### config.mk
export PLATFORM = sky130hd
export DESIGN_NAME = backlight_night_dimmer
export DESIGN_NICKNAME = d
export VERILOG_FILES = /design/src/hdl/bnd_pkg.sv /design/src/hdl/backlight_night_dimmer.sv
export SDC_FILE = /design/constraint.sdc
export NUM_CORES = 1
export LEC_CHECK = 0
export BUFFER_PORTS_ARGS = -buffer_cell sky130_fd_sc_hd__buf_2
export CAP_MARGIN = 10
export CORE_MARGIN = 2
export CORE_UTILIZATION = 55
export CTS_CLUSTER_SIZE = 30
export DETAILED_ROUTE_END_ITERATION = 10
export PLACE_DENSITY_LB_ADDON = 0.12
export REMOVE_ABC_BUFFERS = 1
export SLEW_MARGIN = 20
export SYNTH_ARGS = -nofsm -noshare
export SYNTH_HDL_FRONTEND = slang
export SYNTH_SLANG_ARGS = --single-unit
### constraint.sdc
create_clock -name clk -period 14.6 [get_ports clk]
set_clock_uncertainty 0.15 [all_clocks]
set_input_delay 0.73 -clock clk [delete_from_list [all_inputs] [get_ports clk]]
set_output_delay 0.73 -clock clk [all_outputs]
set_load 0.01 [all_outputs]
### src/hdl/bnd_pkg.sv
// bnd_pkg: shared types and constants of the backlight night dimmer
// register indexes, event codes, level limits and the clamp helper
// no dependencies
`timescale 1ns / 1ps

package bnd_pkg;

  // field widths fixed by the event and register formats
  localparam int unsigned PCT_W      = 7;
  localparam int unsigned REQ_W      = 8;
  localparam int unsigned HOUR_W     = 5;
  localparam int unsigned HOLD_W     = 24;
  localparam int unsigned MODE_W     = 2;
  localparam int unsigned CFG_IDX_W  = 3;
  localparam int unsigned CFG_DATA_W = 24;

  // (hold_ms + 1) * 1000 fits in 34 bits for any 24-bit hold
  localparam int unsigned HOLD_LIMIT_W = 34;

  // fraction bits of the fixed-point percent-to-duty scale
  localparam int unsigned DUTY_FRAC = 16;

  // brightness limits in percent
  localparam logic [PCT_W-1:0] LEVEL_MIN = 7'd5;
  localparam logic [PCT_W-1:0] LEVEL_MAX = 7'd100;

  // microseconds per millisecond
  localparam logic [HOLD_LIMIT_W-1:0] US_PER_MS = 34'd1000;

  // event kinds
  localparam logic [MODE_W-1:0] MODE_TICK  = 2'd0;
  localparam logic [MODE_W-1:0] MODE_SET   = 2'd1;
  localparam logic [MODE_W-1:0] MODE_TOUCH = 2'd2;
  localparam logic [MODE_W-1:0] MODE_START = 2'd3;

  // configuration register indexes
  localparam logic [CFG_IDX_W-1:0] REG_NIGHT_DIM_ENABLE = 3'd0;
  localparam logic [CFG_IDX_W-1:0] REG_NIGHT_LEVEL      = 3'd1;
  localparam logic [CFG_IDX_W-1:0] REG_NIGHT_START_HOUR = 3'd2;
  localparam logic [CFG_IDX_W-1:0] REG_NIGHT_END_HOUR   = 3'd3;
  localparam logic [CFG_IDX_W-1:0] REG_WAKE_HOLD_MS     = 3'd4;

  // register reset values
  localparam logic              NIGHT_DIM_ENABLE_RESET = 1'b1;
  localparam logic [PCT_W-1:0]  NIGHT_LEVEL_RESET      = 7'd25;
  localparam logic [HOUR_W-1:0] NIGHT_START_RESET      = 5'd22;
  localparam logic [HOUR_W-1:0] NIGHT_END_RESET        = 5'd6;
  // (60000 + 1) * 1000
  localparam logic [HOLD_LIMIT_W-1:0] HOLD_LIMIT_RESET = 34'd60001000;

  // clamp a requested percent into the legal brightness range
  function automatic logic [PCT_W-1:0] clamp_level(input logic [REQ_W-1:0] v);
    logic [PCT_W-1:0] r;
    if (v < REQ_W'(LEVEL_MIN)) begin
      r = LEVEL_MIN;
    end else if (v > REQ_W'(LEVEL_MAX)) begin
      r = LEVEL_MAX;
    end else begin
      r = v[PCT_W-1:0];
    end
    return r;
  endfunction

endpackage

### src/hdl/backlight_night_dimmer.sv
// backlight_night_dimmer: event-driven backlight level and pwm duty control
// one input register, one compare/select pass and one result register
// depends on bnd_pkg
`timescale 1ns / 1ps

//  channel | signals                                  | moves
//  --------+------------------------------------------+--------------------------
//  s_*     | s_tvalid s_tready s_tdata s_tuser        | one event request
//  m_*     | m_tvalid m_tready m_tdata                | one result per event
//  cfg_*   | cfg_valid cfg_ready cfg_index cfg_data   | one register write
//
//  one event per cycle sustained while m_tready stays high; a taken event goes through
//  the input register, then the state update pass, into the result register
//  rst is synchronous, active high; no clearing pass, the block is ready after reset
//  a stalled result holds in the output register and the input register takes one
//  more event; s_tready drops only when both are full and m_tready is low

module backlight_night_dimmer #(
  parameter int unsigned DUTY_BITS = 13,
  parameter int unsigned TIME_BITS = 48
) (
  input  logic clk,
  input  logic rst,

  // event input
  input  logic                                   s_tvalid,
  output logic                                   s_tready,
  // tdata: level[7:0], hour[12:8], clock_valid[13], now_us[TIME_BITS+13:14], zero fill
  input  logic [8*((TIME_BITS+14+7)/8)-1:0]      s_tdata,
  // tuser: mode[1:0]
  input  logic [bnd_pkg::MODE_W-1:0]             s_tuser,

  // result output
  output logic                                   m_tvalid,
  input  logic                                   m_tready,
  // tdata: duty, applied_level, user_level, duty_written, zero fill (lowest first)
  output logic [8*((DUTY_BITS+15+7)/8)-1:0]      m_tdata,

  // configuration writes
  input  logic                                   cfg_valid,
  output logic                                   cfg_ready,
  input  logic [bnd_pkg::CFG_IDX_W-1:0]          cfg_index,
  input  logic [bnd_pkg::CFG_DATA_W-1:0]         cfg_data
);

  localparam int unsigned PCT_W   = bnd_pkg::PCT_W;
  localparam int unsigned HOUR_W  = bnd_pkg::HOUR_W;
  localparam int unsigned REQ_W   = bnd_pkg::REQ_W;
  localparam int unsigned OUT_W   = DUTY_BITS + 2 * PCT_W + 1;
  localparam int unsigned OUT_TD_W = 8 * ((OUT_W + 7) / 8);
  localparam int unsigned CMP_W   = (TIME_BITS > bnd_pkg::HOLD_LIMIT_W) ?
                                    TIME_BITS : bnd_pkg::HOLD_LIMIT_W;
  localparam int unsigned SCALE_W = DUTY_BITS + bnd_pkg::DUTY_FRAC;
  localparam logic [63:0] DUTY_MAX = (64'd1 << DUTY_BITS) - 64'd1;
  // ceil(DUTY_MAX * 2^frac / 100), exact floor for every percent up to 100
  localparam logic [SCALE_W-1:0] DUTY_SCALE =
    SCALE_W'(((DUTY_MAX << bnd_pkg::DUTY_FRAC) + 64'd99) / 64'd100);

  // configuration registers
  logic                                  night_dim_enable;
  logic [PCT_W-1:0]                      night_level;
  logic [HOUR_W-1:0]                     night_start_hour;
  logic [HOUR_W-1:0]                     night_end_hour;
  logic [bnd_pkg::HOLD_LIMIT_W-1:0]      hold_limit;

  // block state
  logic [PCT_W-1:0]     chosen_level, chosen_level_next;
  logic [PCT_W-1:0]     driven_level, driven_level_next;
  logic                 running, running_next;
  logic [TIME_BITS-1:0] last_touch_time, last_touch_time_next;

  // input register
  logic                  in_valid;
  logic [bnd_pkg::MODE_W-1:0] in_mode;
  logic [REQ_W-1:0]      in_level;
  logic [HOUR_W-1:0]     in_hour;
  logic                  in_clock_valid;
  logic [TIME_BITS-1:0]  in_now;

  // result register
  logic                  out_valid;
  logic [DUTY_BITS-1:0]  out_duty;
  logic [PCT_W-1:0]      out_applied;
  logic [PCT_W-1:0]      out_user;
  logic                  out_written;

  // pass signals
  logic                  advance;
  logic [PCT_W-1:0]      req_pct;
  logic                  night_window;
  logic                  in_night;
  logic [TIME_BITS-1:0]  elapsed;
  logic                  hold_over;
  logic [PCT_W-1:0]      night_min;
  logic [PCT_W-1:0]      want;
  logic                  drive_req;
  logic                  written;
  logic [PCT_W+SCALE_W-1:0] duty_prod;

  // handshakes
  assign advance   = in_valid && (!out_valid || m_tready);
  assign s_tready  = !in_valid || advance;
  assign cfg_ready = 1'b1;
  assign m_tvalid  = out_valid;
  assign m_tdata   = OUT_TD_W'({out_written, out_user, out_applied, out_duty});

  // configuration writes; the hold is kept as a microsecond threshold
  always_ff @(posedge clk) begin
    if (rst) begin
      night_dim_enable <= bnd_pkg::NIGHT_DIM_ENABLE_RESET;
      night_level      <= bnd_pkg::NIGHT_LEVEL_RESET;
      night_start_hour <= bnd_pkg::NIGHT_START_RESET;
      night_end_hour   <= bnd_pkg::NIGHT_END_RESET;
      hold_limit       <= bnd_pkg::HOLD_LIMIT_RESET;
    end else if (cfg_valid && cfg_ready) begin
      unique case (cfg_index)
        bnd_pkg::REG_NIGHT_DIM_ENABLE: night_dim_enable <= cfg_data[0];
        bnd_pkg::REG_NIGHT_LEVEL:      night_level      <= cfg_data[PCT_W-1:0];
        bnd_pkg::REG_NIGHT_START_HOUR: night_start_hour <= cfg_data[HOUR_W-1:0];
        bnd_pkg::REG_NIGHT_END_HOUR:   night_end_hour   <= cfg_data[HOUR_W-1:0];
        bnd_pkg::REG_WAKE_HOLD_MS: begin
          hold_limit <= (bnd_pkg::HOLD_LIMIT_W'(cfg_data[bnd_pkg::HOLD_W-1:0])
                         + bnd_pkg::HOLD_LIMIT_W'(1)) * bnd_pkg::US_PER_MS;
        end
        default: ;
      endcase
    end
  end

  // input register
  always_ff @(posedge clk) begin
    if (rst) begin
      in_valid <= 1'b0;
    end else if (s_tvalid && s_tready) begin
      in_valid <= 1'b1;
    end else if (advance) begin
      in_valid <= 1'b0;
    end
  end

  always_ff @(posedge clk) begin
    if (s_tvalid && s_tready) begin
      in_mode        <= s_tuser;
      in_level       <= s_tdata[REQ_W-1:0];
      in_hour        <= s_tdata[REQ_W +: HOUR_W];
      in_clock_valid <= s_tdata[REQ_W+HOUR_W];
      in_now         <= s_tdata[REQ_W+HOUR_W+1 +: TIME_BITS];
    end
  end

  // night window, wraps past midnight, empty when the hours are equal
  always_comb begin
    if (night_start_hour == night_end_hour) begin
      night_window = 1'b0;
    end else if (night_start_hour < night_end_hour) begin
      night_window = (in_hour >= night_start_hour) && (in_hour < night_end_hour);
    end else begin
      night_window = (in_hour >= night_start_hour) || (in_hour < night_end_hour);
    end
  end

  assign in_night = night_dim_enable && in_clock_valid && night_window;

  // wake hold: floor(elapsed / 1000) > hold  <=>  elapsed >= (hold + 1) * 1000
  assign elapsed   = in_now - last_touch_time;
  assign hold_over = CMP_W'(elapsed) >= CMP_W'(hold_limit);

  assign req_pct   = bnd_pkg::clamp_level(in_level);
  assign night_min = (chosen_level < night_level) ? chosen_level : night_level;

  // event decode and state update
  always_comb begin
    chosen_level_next    = chosen_level;
    driven_level_next    = driven_level;
    running_next         = running;
    last_touch_time_next = last_touch_time;
    written              = 1'b0;
    want                 = chosen_level;
    drive_req            = 1'b0;
    unique case (in_mode)
      bnd_pkg::MODE_START: begin
        chosen_level_next    = req_pct;
        driven_level_next    = req_pct;
        running_next         = 1'b1;
        last_touch_time_next = in_now;
        written              = 1'b1;
      end
      bnd_pkg::MODE_SET: begin
        chosen_level_next    = req_pct;
        last_touch_time_next = in_now;
        want                 = req_pct;
        drive_req            = 1'b1;
      end
      bnd_pkg::MODE_TOUCH: begin
        last_touch_time_next = in_now;
        drive_req            = driven_level < chosen_level;
      end
      bnd_pkg::MODE_TICK: begin
        if (in_night && hold_over) begin
          want = bnd_pkg::clamp_level(REQ_W'(night_min));
        end
        drive_req = 1'b1;
      end
      default: ;
    endcase
    // start always writes the duty; otherwise it is rewritten only when running and the level really changes
    if (drive_req && running && (want != driven_level)) begin
      driven_level_next = want;
      written           = 1'b1;
    end
  end

  // percent to duty, one fixed-point multiply
  assign duty_prod = (PCT_W+SCALE_W)'(driven_level_next) * (PCT_W+SCALE_W)'(DUTY_SCALE);

  // state registers
  always_ff @(posedge clk) begin
    if (rst) begin
      chosen_level    <= bnd_pkg::LEVEL_MAX;
      driven_level    <= '0;
      running         <= 1'b0;
      last_touch_time <= '0;
    end else if (advance) begin
      chosen_level    <= chosen_level_next;
      driven_level    <= driven_level_next;
      running         <= running_next;
      last_touch_time <= last_touch_time_next;
    end
  end

  // result register
  always_ff @(posedge clk) begin
    if (rst) begin
      out_valid <= 1'b0;
    end else if (advance) begin
      out_valid <= 1'b1;
    end else if (m_tready) begin
      out_valid <= 1'b0;
    end
  end

  always_ff @(posedge clk) begin
    if (advance) begin
      out_duty    <= duty_prod[bnd_pkg::DUTY_FRAC +: DUTY_BITS];
      out_applied <= driven_level_next;
      out_user    <= chosen_level_next;
      out_written <= written;
    end
  end

`ifndef SYNTHESIS
  // once started the block stays started
  a_running_sticks: assert property (@(posedge clk) disable iff (rst)
    running |=> running)
    else $error("running cleared after start");

  // nothing is driven before start
  a_idle_dark: assert property (@(posedge clk) disable iff (rst)
    !running |-> (driven_level == '0))
    else $error("level driven before start");

  // a driven level always lies in the legal range
  a_level_range: assert property (@(posedge clk) disable iff (rst)
    running |-> (driven_level >= bnd_pkg::LEVEL_MIN) && (driven_level <= bnd_pkg::LEVEL_MAX))
    else $error("driven level out of range");

  // a reported duty write always carries a live level
  a_written_live: assert property (@(posedge clk) disable iff (rst)
    (out_valid && out_written) |-> (out_applied >= bnd_pkg::LEVEL_MIN))
    else $error("duty write reported with no level");
`endif

endmodule
==> flow_summary.toml <==
[flow_run]
maxCapViolCount = 0

[floorplanning]
start_util = 0.554
dieArea_mm2 = 0.0350
ios = 133
die_w_um = 187
core_area_mm2 = 0.0333
rows = 67
fp.dieH_um = 187

[timing]
fin_ws_ns = 1.70
tightest_slew_ns = 1.10
fmax_mhz = 77.5
final-max-slew-violation-count = 0
rsz0062_at_grt = "no"
fin_crit_ns = 12.90
finalHoldViolCount = 0
slew_headroom = 0.270
min_period_over_period = 0.883
setup_tns_ns = 0
setup-violations-final = 0

[grt]
grtUsageMet2 = 0.419
grt_busiest_layer = "met2"
antenna_found_initial = 3
met3_usage = 0.0276
first_global_vias = 14520
grt_pass1_wl_um = 71100
met1_usage = 0.332
grt_max_degree = 93
gr-total-overflow = 0
grt_usage = 0.245

[status]
status = "finished clean"

[final_layout]
final_util = 0.608
stdcell_area_mm2 = 0.0202
register_area_mm2 = 0.00504
final_nets = 2606
area_growth_pct = 9.79
final_common_cell = "nand2_1"
fillers = 2968
layout-drive-gt1-share = 0.0972
multi_input_area_mm2 = 0.0122
mostFrequentLayoutCells = "266 x nand2_1, 256 x inv_1, 232 x ha_1, 178 x a21oi_1, 134 x nor2_1"

[synthesis]
synth_seq_cells = 206
yosysWarnings = 0
synth_edf_count = 92
synth.cell_area_mm2 = 0.0184
synthArstFlopShare = 0
synth.avg_cell_area_um2 = 8.93
synth.distinct_cells = 86
synthCells = 2066
synth_flop_cell = "dfxtp_1"
yosysSeqAreaShare = 0.274

[route]
avgViaCountPerCell = 5.54
via_count = 14575
drtIter0Drc = 779
remaining_drc_errors = 0
antenna_left = 0
drtPass1Iterations = 5
wl_per_cell_um = 15.9
routed_wl_um = 41800

[pwr]
p_per_area_mw_per_mm2 = 127
vdd_drop_max_v = 0.0000932
p_leak_uw = 0.00898
finalPower_uw = 2560

[worst_setup_path]
criticalPathCategory = "reg -> reg"
reg2reg_slack_ns = 1.70
worstPathArrival_ns = 13.03
worstSetupEndpointType = "register"
max_stage_delay_ns = 0.73
crit_path_top_delay_cell = "fa_1"
cpMostUsedCell = "fa_1"
r2r-start = "in_now[12]$_DFFE_PP_"
worstRegToRegCells = 44
start_kind = "register"
worstPathRequired_ns = 14.74
r2r-end = "out_duty[9]$_DFFE_PP_"
crit_fanout = 8

[cts]
cts_setup_buffers = 0
cts_buffer_depth = 3
clk_latency_ns = 0.54
cts.clk_slew.worst_paths_ns = 0.06
root_buffer = "clkbuf_16"
cts_tree = "yes"
clock-sinks = 206
cts_made_buffers = 25
cts_resized = 0
hold_buffers = 0
htreeDepth = 1

[worst_hold_path]
hold_path_depth = 1
holdCritStartpoint = "s_tdata[7]"
min_path_type = "in -> reg"
min_to = "in_level[7]$_DFFE_PP_"

[placement]
hpwl_um = 32800
place_area_mm2 = 0.0194
pre_cts_ws_ns = 1.85
gp_congestion = 0.912
port_buffers = 125
worst max-delay path by stage:
stage	to	slack, ns	depth (start not counted)	from
after floorplan	out_duty[9]$_DFFE_PP_	3.66	44	in_now[8]$_DFFE_PP_
after global placement	out_duty[9]$_DFFE_PP_	2.02	44	in_now[12]$_DFFE_PP_
after detailed placement	out_duty[9]$_DFFE_PP_	1.85	44	in_now[12]$_DFFE_PP_
after CTS	out_duty[9]$_DFFE_PP_	1.78	44	in_now[12]$_DFFE_PP_
after global routing	out_duty[9]$_DFFE_PP_	0.97	44	in_now[12]$_DFFE_PP_
final	out_duty[9]$_DFFE_PP_	1.70	44	in_now[12]$_DFFE_PP_
layer usage:
metal / part of all wire / vias up
met5: 0 / -
met4: 0.027 / 0
met3: 0.038 / 60
met2: 0.47 / 315
met1: 0.46 / 6923
li1: - / 7277
synth_stat cells (all sizes together), types with 5 or more instances:
cell,count,area (um^2)
nand2b,28,175
xnor2,70,613
o21bai,14,105
fa,114,2280
inv,256,961
buf,22,130
or3,8,50.1
nor2b,15,101
a21o,42,315
and2,11,73.8
a22oi,6,45.0
nand3,33,165
and4,11,98.8
clkbuf,47,178
a31oi,16,121
a21oi,182,933
a21boi,5,41.3
nor2,136,513
o31ai,10,75.1
xor2,35,307
mux2i,25,254
edfxtp,92,2760
o211ai,25,188
ha,232,2900
a211oi,23,190
a221oi,11,126
nand2,266,998
nor3,21,105
and3,12,75.1
o21ai,85,440
o21a,10,75.1
a2111oi,5,62.6
dfxtp,114,2280
a41oi,9,97.6
nor4,9,90.1
o22ai,5,31.3
nand4,18,113
or2,5,31.3
worst max-delay path: cells and delay by family (launching register included):
family | cells | cell delay [ns]
flops | 1 | 0.40
xor+xnor | 1 | 0.13
buf+inv | 3 | 0.35
simple gates | 11 | 2.87
fa+ha+maj | 7 | 3.15
compound gates | 22 | 5.59
flip-flops by register name, summed over array words and instances (netlist names), 7 cells and up:
register and cells:
hold_limit 31, in_level 8, in_now 48, out_applied 7, night_level 7, out_user 7
out_duty 13, last_touch_time 48, driven_level 7, chosen_level 7
per-stage QoR:
step	hold slack [ns]	instances
floorplan	0.276	2000
global placement	0.292	2582
detailed placement	0.296	2583
CTS	0.193	2628
global route	0.201	2631
finish	0.215	2631
where the power goes:
group / total (uW) / leakage, uW / switching (uW) / internal, uW
Combinational: 1290 / 0.00678 / 722 / 568
Sequential: 668 / 0.00181 / 20.6 / 648
Clock: 603 / 0.000392 / 245 / 358
Total: 2560 / 0.00898 / 987 / 1570
cell families (layout without fill, tap and decap cells):
logic type,Yosys count,count (layout),share of synthesized area
compound gates,471,471,0.166
xor+xnor,105,105,0.0499
fa+ha+maj,346,346,0.281
buf+inv,326,437,0.0690
flops,206,206,0.274
mux,27,27,0.0150
other cells,2,8,0.000407
simple gates,583,583,0.145
cell type report:
cell class,count,share of cell area
antenna,3,0.000371
clock buffer,37,0.0356
clock inverter,8,0.00352
inverter,257,0.0476
multi-input combinational,1537,0.600
sequential,206,0.249
tap,448,0.0277
timing repair buffer,135,0.0356
Note: power is estimated with default switching activity, not from simulation.
